===== src/hw/rtl/stls_pkg.sv =====
// Shared types, constants and label helpers of the spike train label scheduler.
`timescale 1ns / 1ps

package stls_pkg;

	// List geometry: one label list per hemisphere in a shared store.
	localparam int DRV_PER_HEMI = 128;
	localparam int IDX_W        = $clog2(DRV_PER_HEMI);
	localparam int CNT_W        = $clog2(DRV_PER_HEMI + 1);
	localparam int STORE_DEPTH  = 2 * DRV_PER_HEMI;
	localparam int ADDR_W       = $clog2(STORE_DEPTH);

	// Field and register widths.
	localparam int DRV_W      = 7;
	localparam int VAL_W      = 5;
	localparam int LABEL_W    = 16;
	localparam int TIME_W     = 31;
	localparam int REPEAT_W   = 8;
	localparam int SPACING_W  = 16;
	localparam int TOTAL_W    = CNT_W + REPEAT_W;
	localparam int PROD_W     = TOTAL_W + SPACING_W;
	localparam int CFG_IDX_W  = 1;
	localparam int CFG_DATA_W = 16;

	// Command queue between front and back.
	localparam int Q_DEPTH = 4;
	localparam int Q_PTR_W = $clog2(Q_DEPTH);
	localparam int Q_CNT_W = $clog2(Q_DEPTH + 1);

	// Command codes.
	localparam logic CMD_LOAD = 1'b0;
	localparam logic CMD_PULL = 1'b1;

	// Configuration register indexes.
	localparam logic [CFG_IDX_W-1:0] CFG_REPEAT  = 1'b0;
	localparam logic [CFG_IDX_W-1:0] CFG_SPACING = 1'b1;

	// Event size codes.
	localparam logic [1:0] PACK_NONE   = 2'd0;
	localparam logic [1:0] PACK_SINGLE = 2'd1;
	localparam logic [1:0] PACK_PAIR   = 2'd2;

	typedef struct packed {
		logic             cmd;
		logic             hemisphere;
		logic [DRV_W-1:0] driver_index;
		logic [VAL_W-1:0] drive_value;
	} item_t;

	typedef struct packed {
		logic [1:0]         pack_size;
		logic [LABEL_W-1:0] label_first;
		logic [LABEL_W-1:0] label_second;
		logic [TIME_W-1:0]  event_time;
		logic               last;
	} result_t;

	typedef struct packed {
		logic               is_pull;
		logic               hemi;
		logic [LABEL_W-1:0] label;
	} q_entry_t;

	typedef enum logic [1:0] {
		BK_IDLE,
		BK_CALC,
		BK_ADDR,
		BK_DATA
	} bk_state_t;

	// Spike label of one driver activation.
	function automatic logic [LABEL_W-1:0] make_label(
		input logic             hemi,
		input logic [DRV_W-1:0] drv,
		input logic [VAL_W-1:0] val
	);
		logic [LABEL_W-1:0] lbl;
		lbl = (LABEL_W'(hemi) << 13) | (LABEL_W'(drv[1:0]) << 14)
			| (LABEL_W'(drv[DRV_W-1:2]) << 6)
			| (LABEL_W'(32) - LABEL_W'(val));
		return lbl;
	endfunction

	// Store address of entry idx in the list of hemisphere hemi.
	function automatic logic [ADDR_W-1:0] store_addr(
		input logic             hemi,
		input logic [IDX_W-1:0] idx
	);
		logic [ADDR_W-1:0] base;
		base = hemi ? ADDR_W'(DRV_PER_HEMI) : '0;
		return ADDR_W'(idx) + base;
	endfunction

	// Backward step with wrap to the end of a list of length len.
	function automatic logic [IDX_W-1:0] step_back(
		input logic [IDX_W-1:0] idx,
		input logic [CNT_W-1:0] len
	);
		logic [CNT_W-1:0] lm1;
		lm1 = len - CNT_W'(1);
		return (idx == '0) ? lm1[IDX_W-1:0] : idx - IDX_W'(1);
	endfunction

endpackage


===== src/hw/rtl/stls_front.sv =====
// Front end: takes command beats, drops no-op loads and forms spike labels.
`timescale 1ns / 1ps

module stls_front (
	input  logic              start,
	input  logic              q_full,
	input  stls_pkg::item_t   item,
	output logic              push,
	output stls_pkg::q_entry_t entry
);
	import stls_pkg::*;

	logic accept;
	logic useful;

	// A load with a zero value never changes state, so it is not queued.
	assign accept = start && !q_full;
	assign useful = (item.cmd == CMD_PULL) || (item.drive_value != '0);
	assign push   = accept && useful;

	// Queue entry carries the finished label so the back end only stores it.
	always_comb begin
		entry.is_pull = (item.cmd == CMD_PULL);
		entry.hemi    = item.hemisphere;
		entry.label   = make_label(item.hemisphere, item.driver_index, item.drive_value);
	end

endmodule


===== config.mk =====
export PLATFORM = sky130hd
export DESIGN_NAME = stls_front
export DESIGN_NICKNAME = d
export VERILOG_FILES = /design/src/hw/rtl/stls_pkg.sv /design/src/hw/rtl/stls_front.sv
export SDC_FILE = /design/constraint.sdc
export NUM_CORES = 1
export LEC_CHECK = 0
export ABC_AREA = 1
export BUFFER_PORTS_ARGS = -buffer_cell sky130_fd_sc_hd__buf_2
export CAP_MARGIN = 20
export CELL_PAD_IN_SITES_DETAIL_PLACEMENT = 2
export CELL_PAD_IN_SITES_GLOBAL_PLACEMENT = 2
export CORE_MARGIN = 1
export CORE_UTILIZATION = 12
export DETAILED_ROUTE_END_ITERATION = 6
export GPL_TIMING_DRIVEN = 0
export PLACE_DENSITY = 0.85
export RECOVER_POWER = 100
export SLEW_MARGIN = 5
export SYNTH_ARGS = -nofsm -noshare
export SYNTH_HDL_FRONTEND = slang
export SYNTH_SLANG_ARGS = --single-unit

===== constraint.sdc =====
create_clock -name vclk -period 1.46
set_input_delay 0.146 -clock vclk [all_inputs]
set_output_delay 0.146 -clock vclk [all_outputs]
set_load 0.05 [all_outputs]

Word level (Yosys, flattened, before mapping)
Index checks and enable logic that the tools add are counted.
Word-level totals
  register bits: 0
  word-level logic and storage cells: 9
  bits of input ports: 16
Operators by class
  reduce and logical (&&, ||, !) cells: 5
  add/sub/neg operators: 1
  bitwise operators: 3
Operators by type and width (number)
  14-bit by 16-bit OR with 16-bit output: 1
  16-bit by 11-bit OR with 16-bit output: 1
  16-bit OR: 1
  6-bit by 5-bit subtractor with 7-bit output (first input constant): 1
  5-bit nonzero test: 1
  1-bit logical AND: 2
  1-bit logical NOT: 1
  1-bit logical OR: 1

Logic depth before layout (Yosys ltp)
  depth after elaboration: 3
  mapped depth: 7
  gate-level depth less buffers: 7

Worst setup path before layout
Ideal clock, no wire load.
  kind: in2out
  from: input item[0] (netlist bit)
  to: output push
  buffers on the path: 0
  required time: 1.314 ns
  stages on the path: 7
  setup slack: -0.107 ns
  arrival time: 1.421 ns
  cell sequence: inv_2 ha_1 nor3b_1 ha_1 inv_1 o21ai_1 nor2_1
On the way
  cells in the longest elaborated chain, start to end: 3
Ends and longest elaborated chain
  from (decl): RTL line stls_front.sv:7  | input stls_pkg::item_t item,
  5-bit nonzero test: RTL line stls_front.sv:18  | assign useful = (item.cmd == CMD_PULL) || (item.drive_value != '0);
  1-bit logical OR: RTL line stls_front.sv:18
  1-bit logical AND: RTL line stls_front.sv:19  | assign push = accept && useful;
  to (decl): RTL line stls_front.sv:8  | output logic push,
No other way between the ends.

Final worst setup path
Ends and elaborated chain as after synthesis.

==> results.sh <==
export IMPL_status="finished, violations left"
export IMPL_violations="DRC"
export IMPL_clkbuf_count=0
export IMPL_synth_compound_area_share_pct=2.34
export IMPL_grt_max_degree=5
export IMPL_cp_max_fo=4
export IMPL_die_h_um=44.2
export IMPL_core_area_mm2=0.00158
export IMPL_nets=78
export IMPL_ir_worst_vdd_mv=0.123
export IMPL_crit_arrival_ps=1240
export IMPL_min_period_ps=1380
export IMPL_worstMarginPinSlew_ps=605
export IMPL_postCtsSetupBuffers=0
export IMPL_synthToLayoutAreaGrowth_pct=74.3
export IMPL_setup_viol_count_final=0
export IMPL_drv_slew=0
export IMPL_avgSynthCellArea_um2=6.69
export IMPL_final_cell_area_um2=373
export IMPL_p_leak_nw=0.188
export IMPL_drt_wirelength_per_cell_um=11.0
export IMPL_wl_um=811
export IMPL_synth_simple_area_share_pct=25.7
export IMPL_ys_seq_area_share_pct=0
export IMPL_hold_class="primary input to output port"
export IMPL_grt_pass1_wl_um=1080
export IMPL_critPathCapture="push"
export IMPL_io_pins=35
export IMPL_drive_gt1_share_pct=55.2
export IMPL_grt_pass1_vias=262
export IMPL_cp_start_kind="primary input"
export IMPL_antenna_found_initial=0
export IMPL_die_area_mm2=0.00196
export IMPL_synth_xor_area_share_pct=4.09
export IMPL_grt_overflow=0
export IMPL_vias=284
export IMPL_slew_headroom_pct=59.9
export IMPL_critPathLaunch="item[0]"
export IMPL_ys_types=14
export IMPL_gp_congestion=0.609
export IMPL_finalNonFillerCells=74
export IMPL_fillers=207
export IMPL_drt_first_pass_iters=5
export IMPL_rsz0062_at_grt="no"
export IMPL_final_antenna_net_count=0
export IMPL_min_path_cells=3
export IMPL_crit_required_ps=1310
export IMPL_syn_area_um2=214
export IMPL_placed_cells=74
export IMPL_holdBufCountCts=0
export IMPL_critPathKind="primary input to output port"
export IMPL_fp_dieW_um=44.2
export IMPL_p_per_area_mw_per_mm2=541
export IMPL_synth_top_family_by_area="buffers and inverters"
export IMPL_finalHoldViolations=0
export IMPL_yosysWarningCount=0
export IMPL_worstSetupEndpointType="output port"
export IMPL_port_buffers=25
export IMPL_grt_usage_pct=7.20
export IMPL_syn_inst=32
export IMPL_fmax_ghz=0.722
export IMPL_regArea_um2=0
export IMPL_viasPerCell=3.84
export IMPL_synthMuxAreaShare_pct=0
export IMPL_drv_cap=0
export IMPL_drt_iter0_drc=2
export IMPL_yosys_area_share_adder_pct=11.7
export IMPL_remaining_drc_errors=2
export IMPL_start_util_pct=13.6
export IMPL_post_dp_cell_area_um2=365
export IMPL_diodes=0
export IMPL_total_power_uw=202
export IMPL_row_count=14
export IMPL_period_share_pct=94.9
export IMPL_design_seq_count=0
how the worst min path moves through the flow:
stage,slack [ps],endpoint,start
finish,590,push,q_full
global route,600,push,q_full
CTS,600,entry[14],item[5]
detailed placement,600,entry[14],item[5]
global placement,590,entry[13],item[12]
floorplan,390,entry[5],item[4]
critical path, stage by stage:
cell and delay [ps]:
buf_2 110, inv_2 100, ha_4 140, nor3b_2 160
ha_2 190, inv_1 50, o21ai_2 110, nor2_2 40
buf_4 180
what timing repair did:
item / CTS / global route
pin swaps: 0 / 1
hold endpoints to repair: 0 / 0
gates resized for setup: 1 / 6
setup endpoints to repair: 1 / 1
logic make-up after synthesis:
kind of cell | after synthesis
compound gates | 1
fa+ha+maj | 2
xor+xnor | 1
simple gates | 9
buf+inv | 18
other cells | 1
report_power, final:
group | internal (mW) | total [mW] | leakage, nW | switching [mW]
clock network | 0 | 0 | 0 | 0
registers | 0 | 0 | 0 | 0
logic | 0.0533 | 0.202 | 0.188 | 0.148
layout make-up:
type	count	area, um2	share of cell area (%)
buffer	13	97.6	26.2
inverter	5	18.8	5.03
multi-input combinational	15	128	34.2
tap	16	20.0	5.37
timing repair buffer	25	109	29.2
cells in the final DEF (no fill, tap or decap):
| cell type | n |
|---|---|
| nand2_1 | 3 |
| ha_2 | 1 |
| nand3_2 | 1 |
| nand3_1 | 1 |
| nor2_4 | 1 |
| nor3b_2 | 1 |
| nor2_2 | 2 |
| o21ai_2 | 1 |
| xnor2_1 | 1 |
| clkbuf_1 | 15 |
| inv_2 | 1 |
| ha_4 | 1 |
| buf_4 | 14 |
| inv_1 | 4 |
| conb_1 | 2 |
| clkbuf_2 | 1 |
| buf_2 | 8 |
Yosys cell counts:
cell,n,share of area (%)
xnor2_1,1,4.1
nand2_1,3,5.3
nor2_1,1,1.8
ha_1,2,12
o21ai_1,1,2.3
nand3_2,1,4.7
nand3_1,1,2.3
nor3b_1,1,3.5
nor2_4,1,5.3
buf_4,13,46
conb_1,1,1.8
inv_2,1,1.8
inv_1,4,7.0
nor2_2,1,2.9
per-layer routing:
metal	vias up	GRT usage [%]	share of wire (%)
met5	-	0	0
li1	134	-	-
met2	12	17.6	66
met4	0	0	0
met1	138	6.10	27
met3	0	0.408	6.3
stage by stage:
step / setup slack (ps) / hold WS [ps] / utilization [%] / setup TNS (ps)
after floorplan: 107 / 388 / - / 0
after global placement: -19.9 / 594 / 23.2 / -19.9
after detailed placement: -34.4 / 595 / 23.2 / -34.4
after CTS: 8.75 / 595 / 23.5 / 0
after global routing: 11.9 / 601 / 23.7 / 0
final: 75.1 / 586 / 23.7 / 0
Power figures use the tool's default switching activity.
