<file path="config.mk">
export PLATFORM = sky130hd
export DESIGN_NAME = stls_queue
export DESIGN_NICKNAME = d
export VERILOG_FILES = /design/src/hw/rtl/stls_pkg.sv /design/src/hw/rtl/stls_queue.sv
export SDC_FILE = /design/constraint.sdc
export NUM_CORES = 1
export LEC_CHECK = 0
export ABC_CLOCK_PERIOD_IN_PS = 4600
export BUFFER_PORTS_ARGS = -buffer_cell sky130_fd_sc_hd__clkbuf_2
export CAP_MARGIN = 10
export CORE_MARGIN = 4
export CORE_UTILIZATION = 55
export DETAILED_ROUTE_END_ITERATION = 6
export PLACE_DENSITY_LB_ADDON = 0.05
export SLEW_MARGIN = 30
export SYNTH_ARGS = -nofsm -noshare
export SYNTH_HDL_FRONTEND = slang
export SYNTH_SLANG_ARGS = --single-unit
</file>
<file path="constraint.sdc">
create_clock -name clk -period 4.6 [get_ports clk]
set_clock_uncertainty 0.2 [all_clocks]
set_input_delay 0.23 -clock clk [delete_from_list [all_inputs] [get_ports clk]]
set_output_delay 0.23 -clock clk [all_outputs]
set_load 0.01 [all_outputs]
</file>
<file path="src/hw/rtl/stls_pkg.sv">
// Shared types, constants and label helpers of the spike train label scheduler.
`timescale 1ns / 1ps

package stls_pkg;

	// List geometry: one label list per hemisphere in a shared store.
	localparam int DRV_PER_HEMI = 128;
	localparam int IDX_W        = $clog2(DRV_PER_HEMI);
	localparam int CNT_W        = $clog2(DRV_PER_HEMI + 1);
	localparam int STORE_DEPTH  = 2 * DRV_PER_HEMI;
	localparam int ADDR_W       = $clog2(STORE_DEPTH);

	// Field and register widths.
	localparam int DRV_W      = 7;
	localparam int VAL_W      = 5;
	localparam int LABEL_W    = 16;
	localparam int TIME_W     = 31;
	localparam int REPEAT_W   = 8;
	localparam int SPACING_W  = 16;
	localparam int TOTAL_W    = CNT_W + REPEAT_W;
	localparam int PROD_W     = TOTAL_W + SPACING_W;
	localparam int CFG_IDX_W  = 1;
	localparam int CFG_DATA_W = 16;

	// Command queue between front and back.
	localparam int Q_DEPTH = 4;
	localparam int Q_PTR_W = $clog2(Q_DEPTH);
	localparam int Q_CNT_W = $clog2(Q_DEPTH + 1);

	// Command codes.
	localparam logic CMD_LOAD = 1'b0;
	localparam logic CMD_PULL = 1'b1;

	// Configuration register indexes.
	localparam logic [CFG_IDX_W-1:0] CFG_REPEAT  = 1'b0;
	localparam logic [CFG_IDX_W-1:0] CFG_SPACING = 1'b1;

	// Event size codes.
	localparam logic [1:0] PACK_NONE   = 2'd0;
	localparam logic [1:0] PACK_SINGLE = 2'd1;
	localparam logic [1:0] PACK_PAIR   = 2'd2;

	typedef struct packed {
		logic             cmd;
		logic             hemisphere;
		logic [DRV_W-1:0] driver_index;
		logic [VAL_W-1:0] drive_value;
	} item_t;

	typedef struct packed {
		logic [1:0]         pack_size;
		logic [LABEL_W-1:0] label_first;
		logic [LABEL_W-1:0] label_second;
		logic [TIME_W-1:0]  event_time;
		logic               last;
	} result_t;

	typedef struct packed {
		logic               is_pull;
		logic               hemi;
		logic [LABEL_W-1:0] label;
	} q_entry_t;

	typedef enum logic [1:0] {
		BK_IDLE,
		BK_CALC,
		BK_ADDR,
		BK_DATA
	} bk_state_t;

	// Spike label of one driver activation.
	function automatic logic [LABEL_W-1:0] make_label(
		input logic             hemi,
		input logic [DRV_W-1:0] drv,
		input logic [VAL_W-1:0] val
	);
		logic [LABEL_W-1:0] lbl;
		lbl = (LABEL_W'(hemi) << 13) | (LABEL_W'(drv[1:0]) << 14)
			| (LABEL_W'(drv[DRV_W-1:2]) << 6)
			| (LABEL_W'(32) - LABEL_W'(val));
		return lbl;
	endfunction

	// Store address of entry idx in the list of hemisphere hemi.
	function automatic logic [ADDR_W-1:0] store_addr(
		input logic             hemi,
		input logic [IDX_W-1:0] idx
	);
		logic [ADDR_W-1:0] base;
		base = hemi ? ADDR_W'(DRV_PER_HEMI) : '0;
		return ADDR_W'(idx) + base;
	endfunction

	// Backward step with wrap to the end of a list of length len.
	function automatic logic [IDX_W-1:0] step_back(
		input logic [IDX_W-1:0] idx,
		input logic [CNT_W-1:0] len
	);
		logic [CNT_W-1:0] lm1;
		lm1 = len - CNT_W'(1);
		return (idx == '0) ? lm1[IDX_W-1:0] : idx - IDX_W'(1);
	endfunction

endpackage

</file>
<file path="src/hw/rtl/stls_queue.sv">
// Short command queue that decouples the front end from the back end.
`timescale 1ns / 1ps

module stls_queue (
	input  logic               clk,
	input  logic               arst_n,
	input  logic               push,
	input  stls_pkg::q_entry_t push_data,
	input  logic               pop,
	output stls_pkg::q_entry_t pop_data,
	output logic               empty,
	output logic               full
);
	import stls_pkg::*;

	q_entry_t             slot_q [Q_DEPTH];
	logic [Q_PTR_W-1:0]   wr_ptr_q;
	logic [Q_PTR_W-1:0]   rd_ptr_q;
	logic [Q_CNT_W-1:0]   count_q;

	assign empty    = (count_q == '0);
	assign full     = (count_q == Q_CNT_W'(Q_DEPTH));
	assign pop_data = slot_q[rd_ptr_q];

	// Pointers and fill level.
	always_ff @(posedge clk or negedge arst_n) begin
		if (!arst_n) begin
			wr_ptr_q <= '0;
			rd_ptr_q <= '0;
			count_q  <= '0;
		end else begin
			if (push) begin
				wr_ptr_q <= wr_ptr_q + Q_PTR_W'(1);
			end
			if (pop) begin
				rd_ptr_q <= rd_ptr_q + Q_PTR_W'(1);
			end
			if (push && !pop) begin
				count_q <= count_q + Q_CNT_W'(1);
			end else if (pop && !push) begin
				count_q <= count_q - Q_CNT_W'(1);
			end
		end
	end

	// Entry storage.
	always_ff @(posedge clk) begin
		if (push) begin
			slot_q[wr_ptr_q] <= push_data;
		end
	end

endmodule

</file>
After elaboration in Yosys (flattened, before gate mapping). Memory sizes are Yosys's and may differ from the RTL's. Index checks and enable logic that the tools add are counted.

Mux-type cells: 4. Reduce and logical (&&, ||, !) cells: 6. Add/subtract/negate cells: 4. Equal/unequal tests: 1.

Operators by type and width (count): $mux W3 (2); $add A2 B1 Y2 const B (2); $add A3 B1 Y3 const B (1); $eq A3 B3 Y1 const B (1); $logic_not A3 Y1 (1); $sub A3 B1 Y3 const B (1); $logic_and A1 B1 Y1 (2); $logic_not A1 Y1 (2); $mux W1 (2); $reduce_bool A2 Y1 (1).

Input port bits: 22. Logic and storage cells: 19. Output and inout port bits: 20. Memories: 1. Bits in writable memories: 72. Flip-flop bits (word level): 7.

Memories: slot_q (words 4, bits a word 18, rd ports 1, clocked after memory_dff 0, write ports 1, RTL line stls_queue.sv:16) `q_entry_t slot_q [Q_DEPTH];`.

Depth between registers and ports, before layout. Gate-level depths: netlist of run 1.

Depth after elaboration: 4. Depth in mapped cells: 7. Mapped depth without buffers: 7.

Least setup slack after synthesis of run 1. Ideal clock, no wire load.

Kind: register -> register. Start: register wr_ptr_q[0]. End: memory slot_q[0][0] in the netlist's numbering, enable pin. Stages on the path, launching flop included: 4. Data required time: 4024 ps. Buffers on the path: 0. Library setup time: 376 ps. Data arrival time: 1097 ps. Slack: 2927 ps. Period minus slack after synthesis: 1673 ps. Cells stage by stage: dfrtp_1 -> inv_1 -> ha_1 -> and2_1.

RTL lines: from (decl) (RTL line stls_queue.sv:17) `logic [Q_PTR_W-1:0] wr_ptr_q;`; from (signal assigned) (RTL line stls_queue.sv:33) `wr_ptr_q <= wr_ptr_q + Q_PTR_W'(1);`; to (decl) (RTL line stls_queue.sv:16).

Straight into the memory's write port.

==> results of run 1 <==
==> cell usage after synthesis, types with 2 or more instances <==
cell type and instances:
and2_1 4, nand2_1 2, mux4_2 18, xor2_1 4
buf_6 2, edfxtp_1 72, ha_1 5, xnor2_1 2
dfrtp_1 7, inv_1 4
==> routing by layer <==
metal	share of wire	global-route usage
met1	0.42	0.217
met2	0.52	0.286
met3	0.051	0.0537
met4	0.0045	0.0598
met5	0	0
==> how the worst max path moves through the flow <==
| stage | start | endpoint | slack, ns | cells after the start |
|---|---|---|---|---|
| after floorplan | wr_ptr_q[0]$_DFFE_PN0P_ | slot_q[0][0]$_DFFE_PP_ | 2.93 | 3 |
| after CTS | rd_ptr_q[0]$_DFFE_PN0P_ | pop_data[2] | 1.99 | 3 |
| after global routing | rd_ptr_q[0]$_DFFE_PN0P_ | pop_data[12] | 1.90 | 3 |
| final | rd_ptr_q[0]$_DFFE_PN0P_ | pop_data[3] | 2.07 | 3 |
| after global placement | rd_ptr_q[0]$_DFFE_PN0P_ | pop_data[2] | 2.38 | 3 |
| after detailed placement | rd_ptr_q[0]$_DFFE_PN0P_ | pop_data[2] | 2.37 | 3 |
==> flip-flops by register name, indices dropped and copies added (netlist names) <==
register and cells:
count_q 3, rd_ptr_q 2, slot_q 72, wr_ptr_q 2
==> worst reg2reg max path, delay by kind of cell (launching register included) <==
kind / cells / cell delay (ns)
simple gates: 1 / 0.45
flops: 1 / 0.44
buf+inv: 2 / 0.32
fa+ha+maj: 1 / 0.14
==> cells by family after synthesis <==
| logic type | after synthesis | share of synthesized area |
|---|---|---|
| muxes | 19 | 0.139 |
| and+or+nand+nor | 9 | 0.0163 |
| xor gates and xnor gates | 6 | 0.0176 |
| adders and majority gates | 6 | 0.0276 |
| buffers and inverters | 8 | 0.0167 |
| DFF | 79 | 0.781 |
| AOI/OAI and AO/OA | 1 | 0.00167 |
==> repair_timing <==
item                                   in CTS  in global routing
gates resized for setup                     0                  0
endpoints found under the hold margin      83                  0
setup buffers                               0                  0
hold buffers                               21                  0
==> layout make-up <==
class | count | area, um2 | share of cell area
Clock buffer | 9 | 124 | 0.0333
Tap cell | 70 | 87.6 | 0.0236
Multi-Input combinational cell | 41 | 609 | 0.164
Clock inverter | 7 | 104 | 0.0280
Inverter | 4 | 15.0 | 0.00404
Sequential cell | 79 | 2340 | 0.629
Timing Repair Buffer | 64 | 438 | 0.118
==> where the power goes <==
part,internal [mW],switching [mW]
sequential,0.947,0.113
clock,0.313,0.258
combinational,0.311,0.278
total,1.57,0.649
==> metrics, run 1 <==
outcome completed; Layout Cells excl Fill 274; fin crit period 2.53 ns; worst hold-check path type primary input to asynchronous set/reset pin; Netlist cell types 18; largest net degree at the start of global routing 20; Design Area, Final 3710 um2; initial antenna violation count 0; most frequent cells in the layout edfxtp_1 (72), clkbuf_2 (41), dlygate4sd3_1 (21); register bit total from synthesis 79; Total GRT Usage 0.173; Yosys top cell by area edfxtp_1; Filler cells 336; Max Transition Viols Final 0; PnR worst setup slack 2.07 ns; Iter 0 DRT Violations 108; worst slew pin tran 0.891 ns; Crit. End Element output port; die area 6690 um2; Buffers & Inverters on Critical Path 2; Worst path slowest cell dfrtp_1; fmax 395 MHz; Reg-to-Reg End slot_q[0][15]$_DFFE_PP_; Syn Nets 156; Max Cap Violations 0; post-synthesis cell count 128; Synth top area share 0.722; Period Utilization, post-route 0.550; CTS Buf Count 9; Syn-to-layout area delta 24.1%; PortBufs 41; Die Span X 81.8 um; delay-heaviest family, CP flip-flops; CTS tree yes; total power 2.22 mW; vias in the first global route 1,573; most common cell after layout, fill and taps aside edfxtp_1; clock latency on the worst-skew pair 0.33 ns; antenna cells 0; DRT Pass-1 Iters 4; R2R Setup Slk 2.77 ns; Core Area 5200 um2; Top Ports 42; placed insts 236; H-tree Lvls 3; PwrDens 598 nW/um2; first-pass GRT wire length 8000 um; worst setup path class flop to output port; Worst Path Arrival 2.10 ns; CP max FO 11; share of cells above drive strength 1 0.397; CP startpoint kind flop; Placement Rows 26; EDFF count, synth 72; final WL 4940 um; post-DP HPWL 3040 um; final net count 227; Fin Hold WS 0.0635 ns; Wirelength per Cell 18.0 um; Yosys warnings 0; P_leak 1.35 nW; ys async rst share 0.0886; vias per cell 5.18; syn avg cell area 23.4 um2; post-route ant nets 0; Mapped Area 2990 um2; grt total ovfl 0; CTS Root Cell clkbuf_8; Rel. slew slack 0.406; sequential fraction of the synthesis area 0.781; Critical Path, Cell by Cell buf_4 > mux4_2 > clkbuf_2; CTS clock-pin slew for the worst setup and hold paths 0.08 ns; Synth Flop Type edfxtp_1; via count 1,419; Setup WS pre-CTS 2.37 ns; Peak VDD IR 0.449 mV; total clock sinks 79; final setup violation count 0; final hold vios 0; Placed Area 3260 um2; Reg2Reg Launch Point wr_ptr_q[0]$_DFFE_PN0P_; Setup TNS Final 0 ns; slowest cell delay on critical path 0.73 ns; Max clock buf depth 2; CP required 4.17 ns; utilization after layout 0.714; top cells by area in the synthesized netlist edfxtp_1 (72%), mux4_2 (14%), dfrtp_1 (5.9%); routability cong. 0.677; DRC 0; Register-to-Register Path Depth 4; Initial Util 0.575; Chip Height 81.8 um; RSZ-0062 raised after global routing no
Power figures use the tool's default switching activity.
==> inputs of run 2 (changes only) <==
--- a/config.mk
+++ b/config.mk
@@ -5,7 +5,7 @@
 export SDC_FILE = /design/constraint.sdc
 export NUM_CORES = 1
 export LEC_CHECK = 0
-export ABC_CLOCK_PERIOD_IN_PS = 4600
+export ABC_CLOCK_PERIOD_IN_PS = 2500
 export BUFFER_PORTS_ARGS = -buffer_cell sky130_fd_sc_hd__clkbuf_2
 export CAP_MARGIN = 10
 export CORE_MARGIN = 4
==> constraint.sdc (replaced) <==
create_clock -name clk -period 2.5 [get_ports clk]
set_clock_uncertainty 0.2 [all_clocks]
set_input_delay 0.125 -clock clk [delete_from_list [all_inputs] [get_ports clk]]
set_output_delay 0.125 -clock clk [all_outputs]
set_load 0.01 [all_outputs]
==> run 2 against run 1 <==
Effect of this change: critical path depth stayed put; sequential cell count unchanged; register-to-register slack lost 1.9 ns; routed wire length down 0.99%; sequential power up 78%; total power up 83%; final area increased by 0.54%; worst setup slack lost 1.8 ns; clock-buffer cell count is 1 higher; via count increased by 1.8%.
==> metrics, run 2 (same netlist as run 1, synthesis figures left out) <==
outcome completed; DRT Pass-1 Iters 4 (unchanged); top flop regs slot_q (72), count_q (3); # hold bufs at CTS 22 (+4.8%); vias in the first global route 1,483 (-5.7%); Worst Path Arrival 1.86 ns (-0.24 ns); Setup TNS Final 0 ns (unchanged); worst setup path class flop to output port; Largest register FFs 72 (unchanged); Die Span X 81.8 um (unchanged); placed insts 242 (+2.5%); Worst path slowest cell dfrtp_1; grt total ovfl 0 (unchanged); die area 6690 um2 (unchanged); utilization after layout 0.718 (+0.00385); Rel. slew slack 0.738 (+0.332); PnR worst setup slack 0.318 ns (-1.75 ns); clock latency on the worst-skew pair 0.33 ns (about the same); worst slew pin tran 0.392 ns (-0.499 ns); fmax 458 MHz; post_cts resized 0 (unchanged); antenna cells 0 (unchanged); Iter 0 DRT Violations 45 (-58%); Placement Rows 26 (unchanged); CTS tree yes; most common cell after layout, fill and taps aside edfxtp_1; post-route ant nets 0 (unchanged); vias per cell 5.16 (-0.35%); final WL 4890 um (-0.99%); Top Usage Layer GRT met2; GR Util met1 0.207 (-0.00996); largest net degree at the start of global routing 19 (-5.0%); slowest cell delay on critical path 0.58 ns (-0.15 ns); CP required 2.17 ns (-2.00 ns); Max Transition Viols Final 0 (unchanged); RSZ-0062 raised after global routing no; via count 1,445 (+1.8%); Initial Util 0.575 (unchanged); Layout Cells excl Fill 280 (+2.2%); PwrDens 1090 nW/um2 (+82%); Setup Fix Bufs, Post-CTS 0 (unchanged); Max clock buf depth 2 (unchanged); Fin Hold WS 0.325 ns (+0.262 ns); Peak VDD IR 0.804 mV (+79%); routability cong. 0.659 (-2.6%); final setup violation count 0 (unchanged); final net count 233 (+2.6%); post-DP HPWL 3100 um (+2.1%); Top Ports 42 (unchanged); DRC 0 (unchanged); Core Area 5200 um2 (unchanged); CP max FO 8 (-3); P_leak 1.38 nW (+2.0%); Top reg by flops slot_q; H-tree Lvls 3 (unchanged); fin crit period 2.18 ns; met3 GRT Util 0.0537 (unchanged); CP startpoint kind flop; Design Area, Final 3730 um2 (+0.54%); Placed Area 3300 um2 (+1.4%); initial antenna violation count 0 (unchanged); Filler cells 335 (-0.30%); Total GRT Usage 0.168 (-0.00429); share of cells above drive strength 1 0.390 (-0.00658); first-pass GRT wire length 7760 um (-3.0%); CTS Buf Count 9 (unchanged); Crit. End Element output port; Chip Height 81.8 um (unchanged); Wirelength per Cell 17.5 um (-3.1%); PortBufs 41 (unchanged); Max Cap Violations 0 (unchanged); most frequent cells in the layout edfxtp_1 (72), clkbuf_2 (41), dlygate4sd3_1 (22); CTS Root Cell clkbuf_8; CTS clock-pin slew for the worst setup and hold paths 0.07 ns (about the same); total power 4.05 mW (+83%); Critical Path, Cell by Cell buf_4 > mux4_2 > clkbuf_2; total clock sinks 79 (unchanged); Syn-to-layout area delta 24.8%; met2 Use GR 0.275 (-0.0113); worst hold-check path type flop to flop; Period Utilization, post-route 0.873; Setup WS pre-CTS 0.648 ns (-1.72 ns); final hold vios 0 (unchanged)
==> run 2: cell count changes in the layout (fill, tap and decap cells not counted), moves of 2 or more <==
cell	previous run	this run
buf_4	1	7
and2_1	1	4
and2_2	3	0
clkinv_2	0	3
clkinvlp_4	2	0
==> run 2: worst paths after layout <==
kind	start	to	slack, ns	cells after the start
min in group asynchronous	arst_n	rd_ptr_q[0]$_DFFE_PN0P_	0.56	3
worst min-delay path	count_q[2]$_DFFE_PN0P_	count_q[2]$_DFFE_PN0P_	0.32	1
worst max register to register	count_q[0]$_DFFE_PN0P_	count_q[2]$_DFFE_PN0P_	0.86	4
worst min register to register	count_q[2]$_DFFE_PN0P_	count_q[2]$_DFFE_PN0P_	0.32	1
worst max-delay path	rd_ptr_q[0]$_DFFE_PN0P_	pop_data[16]	0.32	3
max in group asynchronous	arst_n	count_q[0]$_DFFE_PN0P_	1.27	3
==> run 2: power breakdown <==
part	internal (mW)	total (mW)	switching, mW
Clock	0.561	0.989	0.429
Sequential	1.74	1.89	0.150
Combinational	0.598	1.17	0.574
Total	2.90	4.05	1.15
==> run 2: area by class of cell <==
type | count | area (um2) | area share
Clock buffer | 10 | 128 | 0.0342
Sequential cell | 79 | 2340 | 0.626
Clock inverter | 6 | 83.8 | 0.0224
Tap cell | 70 | 87.6 | 0.0235
Timing Repair Buffer | 70 | 478 | 0.128
Inverter | 4 | 15.0 | 0.00402
Multi-Input combinational cell | 41 | 606 | 0.162
==> run 2: critical path, delay by kind of cell, from the launching register on <==
family	cells	cell delay (ns)
buffers and inverters	2	0.43
flip-flops	1	0.58
multiplexers	1	0.51
==> run 2: metal layers <==
layer,vias up,share of wire
met5,-,0
met4,0,0.016
met3,9,0.054
met2,45,0.52
met1,718,0.41
li1,673,-
==> inputs of run 3 (changes only) <==
--- a/config.mk
+++ b/config.mk
@@ -5,11 +5,11 @@
 export SDC_FILE = /design/constraint.sdc
 export NUM_CORES = 1
 export LEC_CHECK = 0
-export ABC_CLOCK_PERIOD_IN_PS = 2500
+export ABC_CLOCK_PERIOD_IN_PS = 1900
 export BUFFER_PORTS_ARGS = -buffer_cell sky130_fd_sc_hd__clkbuf_2
 export CAP_MARGIN = 10
 export CORE_MARGIN = 4
-export CORE_UTILIZATION = 55
+export CORE_UTILIZATION = 50
 export DETAILED_ROUTE_END_ITERATION = 6
 export PLACE_DENSITY_LB_ADDON = 0.05
 export SLEW_MARGIN = 30
==> constraint.sdc (replaced) <==
create_clock -name clk -period 1.9 [get_ports clk]
set_clock_uncertainty 0.2 [all_clocks]
set_input_delay 0.095 -clock clk [delete_from_list [all_inputs] [get_ports clk]]
set_output_delay 0.095 -clock clk [all_outputs]
set_load 0.01 [all_outputs]
==> run 3 against run 2 <==
Effect of this change: sequential power increased by 30%; final cell count is 2.5% higher; worst setup slack got worse by 0.30 ns; critical path type unchanged; highest routed layer unchanged.
==> metrics, run 3 (same netlist as run 1, synthesis figures left out) <==
outcome completed; slowest cell delay on critical path 0.50 ns (-0.08 ns); fin crit period 1.89 ns; CTS tree yes; Die Span X 85.4 um (+4.4%); Seq. cell area 2340 um2 (about the same); largest net degree at the start of global routing 19 (unchanged); final hold vios 0 (unchanged); Iter 0 DRT Violations 63 (+40%); Top reg by flops slot_q; P_leak 1.39 nW (+1.2%); total clock sinks 79 (unchanged); fmax 530 MHz; worst slew pin tran 0.351 ns (-0.0412 ns); most frequent cells in the layout edfxtp_1 (72), clkbuf_2 (39), dlygate4sd3_1 (22); Worst path slowest cell mux4_2; CP required 1.60 ns (-0.57 ns); worst hold-check path type flop to flop; Layout Cells excl Fill 287 (+2.5%); Reg-to-Reg End count_q[2]$_DFFE_PN0P_; final net count 238 (+2.1%); utilization after layout 0.673 (-0.0444); Reg2Reg Launch Point count_q[0]$_DFFE_PN0P_; Max Cap Violations 0 (unchanged); first-pass GRT wire length 8200 um (+5.8%); Worst Path Arrival 1.59 ns (-0.27 ns); Max Transition Viols Final 0 (unchanged); worst setup path class flop to output port; Initial Util 0.530 (-0.0445); Filler cells 365 (+9.0%); H-tree Lvls 3 (unchanged); vias per cell 5.11 (-0.89%); Fin Hold WS 0.299 ns (-0.0258 ns); post-DP HPWL 3280 um (+5.8%); share of cells above drive strength 1 0.414 (+0.0235); area of the multi-input gates 608 um2 (+0.41%); R2R Setup Slk 0.30 ns (-0.56 ns); via count 1,468 (+1.6%); CTS Root Cell clkbuf_8; Placement Rows 27 (+3.8%); die area 7290 um2 (+9.0%); clock latency on the worst-skew pair 0.33 ns (about the same); Peak VDD IR 0.749 mV (-6.8%); most common cell after layout, fill and taps aside edfxtp_1; final setup violation count 0 (unchanged); Chip Height 85.4 um (+4.4%); worst setup path start rd_ptr_q[0]$_DFFE_PN0P_; Top Ports 42 (unchanged); Core Area 5640 um2 (+8.4%); Largest register FFs 72 (unchanged); CP max FO 7 (-1); Register-to-Register Path Depth 4 (unchanged); Setup TNS Final 0 ns (unchanged); Max clock buf depth 2 (unchanged); post-route ant nets 0 (unchanged); final WL 5250 um (+7.4%); initial antenna violation count 0 (unchanged); Rel. slew slack 0.765 (+0.0267); RSZ-0062 raised after global routing yes; Period Utilization, post-route 0.992; CP startpoint kind flop; top flop regs slot_q (72), count_q (3); PwrDens 1410 nW/um2 (+30%); DRT Pass-1 Iters 2 (-2); Crit. End Element output port; Wirelength per Cell 18.3 um (+4.8%); Critical Path, Cell by Cell clkbuf_16 > mux4_2 > clkbuf_2; placed insts 247 (+2.1%); Syn-to-layout area delta 26.9%; worst setup path endpoint pop_data[7]; antenna cells 0 (unchanged); CTS Buf Count 9 (unchanged); CTS clock-pin slew for the worst setup and hold paths 0.07 ns (about the same); vias in the first global route 1,588 (+7.1%); routability cong. 0.763 (+16%); grt total ovfl 0 (unchanged); PortBufs 41 (unchanged); DRC 0 (unchanged); Total GRT Usage 0.156 (-0.0122)
-- run 3: worst max-delay path, delay by kind of cell, from the launching register on --
kind	cells	cell delay, ns
buffers and inverters	2	0.33
flip-flops	1	0.43
multiplexers	1	0.50
-- run 3: through the flow --
stage | cell area [um2] | total power [mW] | setup slack [ns]
floorplan | 2990 | 3.51 | 0.227
global placement | 3350 | 4.11 | 0.352
detailed placement | 3350 | 4.19 | 0.278
CTS | 3760 | 5.31 | -0.0124
global route | 3800 | 5.65 | -0.0556
finish | 3800 | 5.35 | 0.0148
-- run 3: layout make-up --
cell class / instances / area share
Clock buffer: 11 / 0.0372
Clock inverter: 5 / 0.00890
Inverter: 4 / 0.00395
Multi-Input combinational cell: 41 / 0.160
Sequential cell: 79 / 0.616
Tap cell: 72 / 0.0237
Timing Repair Buffer: 75 / 0.150
-- run 3: worst min-delay path by stage --
stage                                       from                 endpoint  slack, ns  cells after the start
after floorplan                           arst_n   count_q[0]$_DFFE_PN0P_      -0.40                      0
after global placement                    arst_n  wr_ptr_q[0]$_DFFE_PN0P_      -0.26                      1
after detailed placement                  arst_n  wr_ptr_q[1]$_DFFE_PN0P_      -0.25                      1
after CTS                          push_data[12]  slot_q[3][12]$_DFFE_PP_       0.30                      2
after global routing                push_data[4]   slot_q[1][4]$_DFFE_PP_       0.31                      2
final                     count_q[2]$_DFFE_PN0P_   count_q[2]$_DFFE_PN0P_       0.30                      1
-- run 3: repair_timing --
item                                   CTS  global route
hold buffers                            22             0
endpoints found under the hold margin   83             0
gates cloned                             0             1
gates resized for setup                  0             7
setup endpoints to repair               10            19
buffers inserted                         1             0
-- run 3: metal layers --
| metal | vias up | track usage | part of all wire |
|---|---|---|---|
| met3 | 9 | 0.0427 | 0.042 |
| li1 | 684 | - | - |
| met4 | 0 | 0.0691 | 0.018 |
| met5 | - | 0 | 0 |
| met1 | 744 | 0.184 | 0.41 |
| met2 | 31 | 0.268 | 0.53 |
-- run 3: where the power goes --
| group | switching [mW] | internal (mW) | total (mW) | leakage (nW) |
|---|---|---|---|---|
| combinational | 0.872 | 0.945 | 1.82 | 0.566 |
| clock | 0.571 | 0.510 | 1.08 | 0.0857 |
| sequential | 0.152 | 2.29 | 2.45 | 0.742 |
| total | 1.59 | 3.75 | 5.35 | 1.39 |
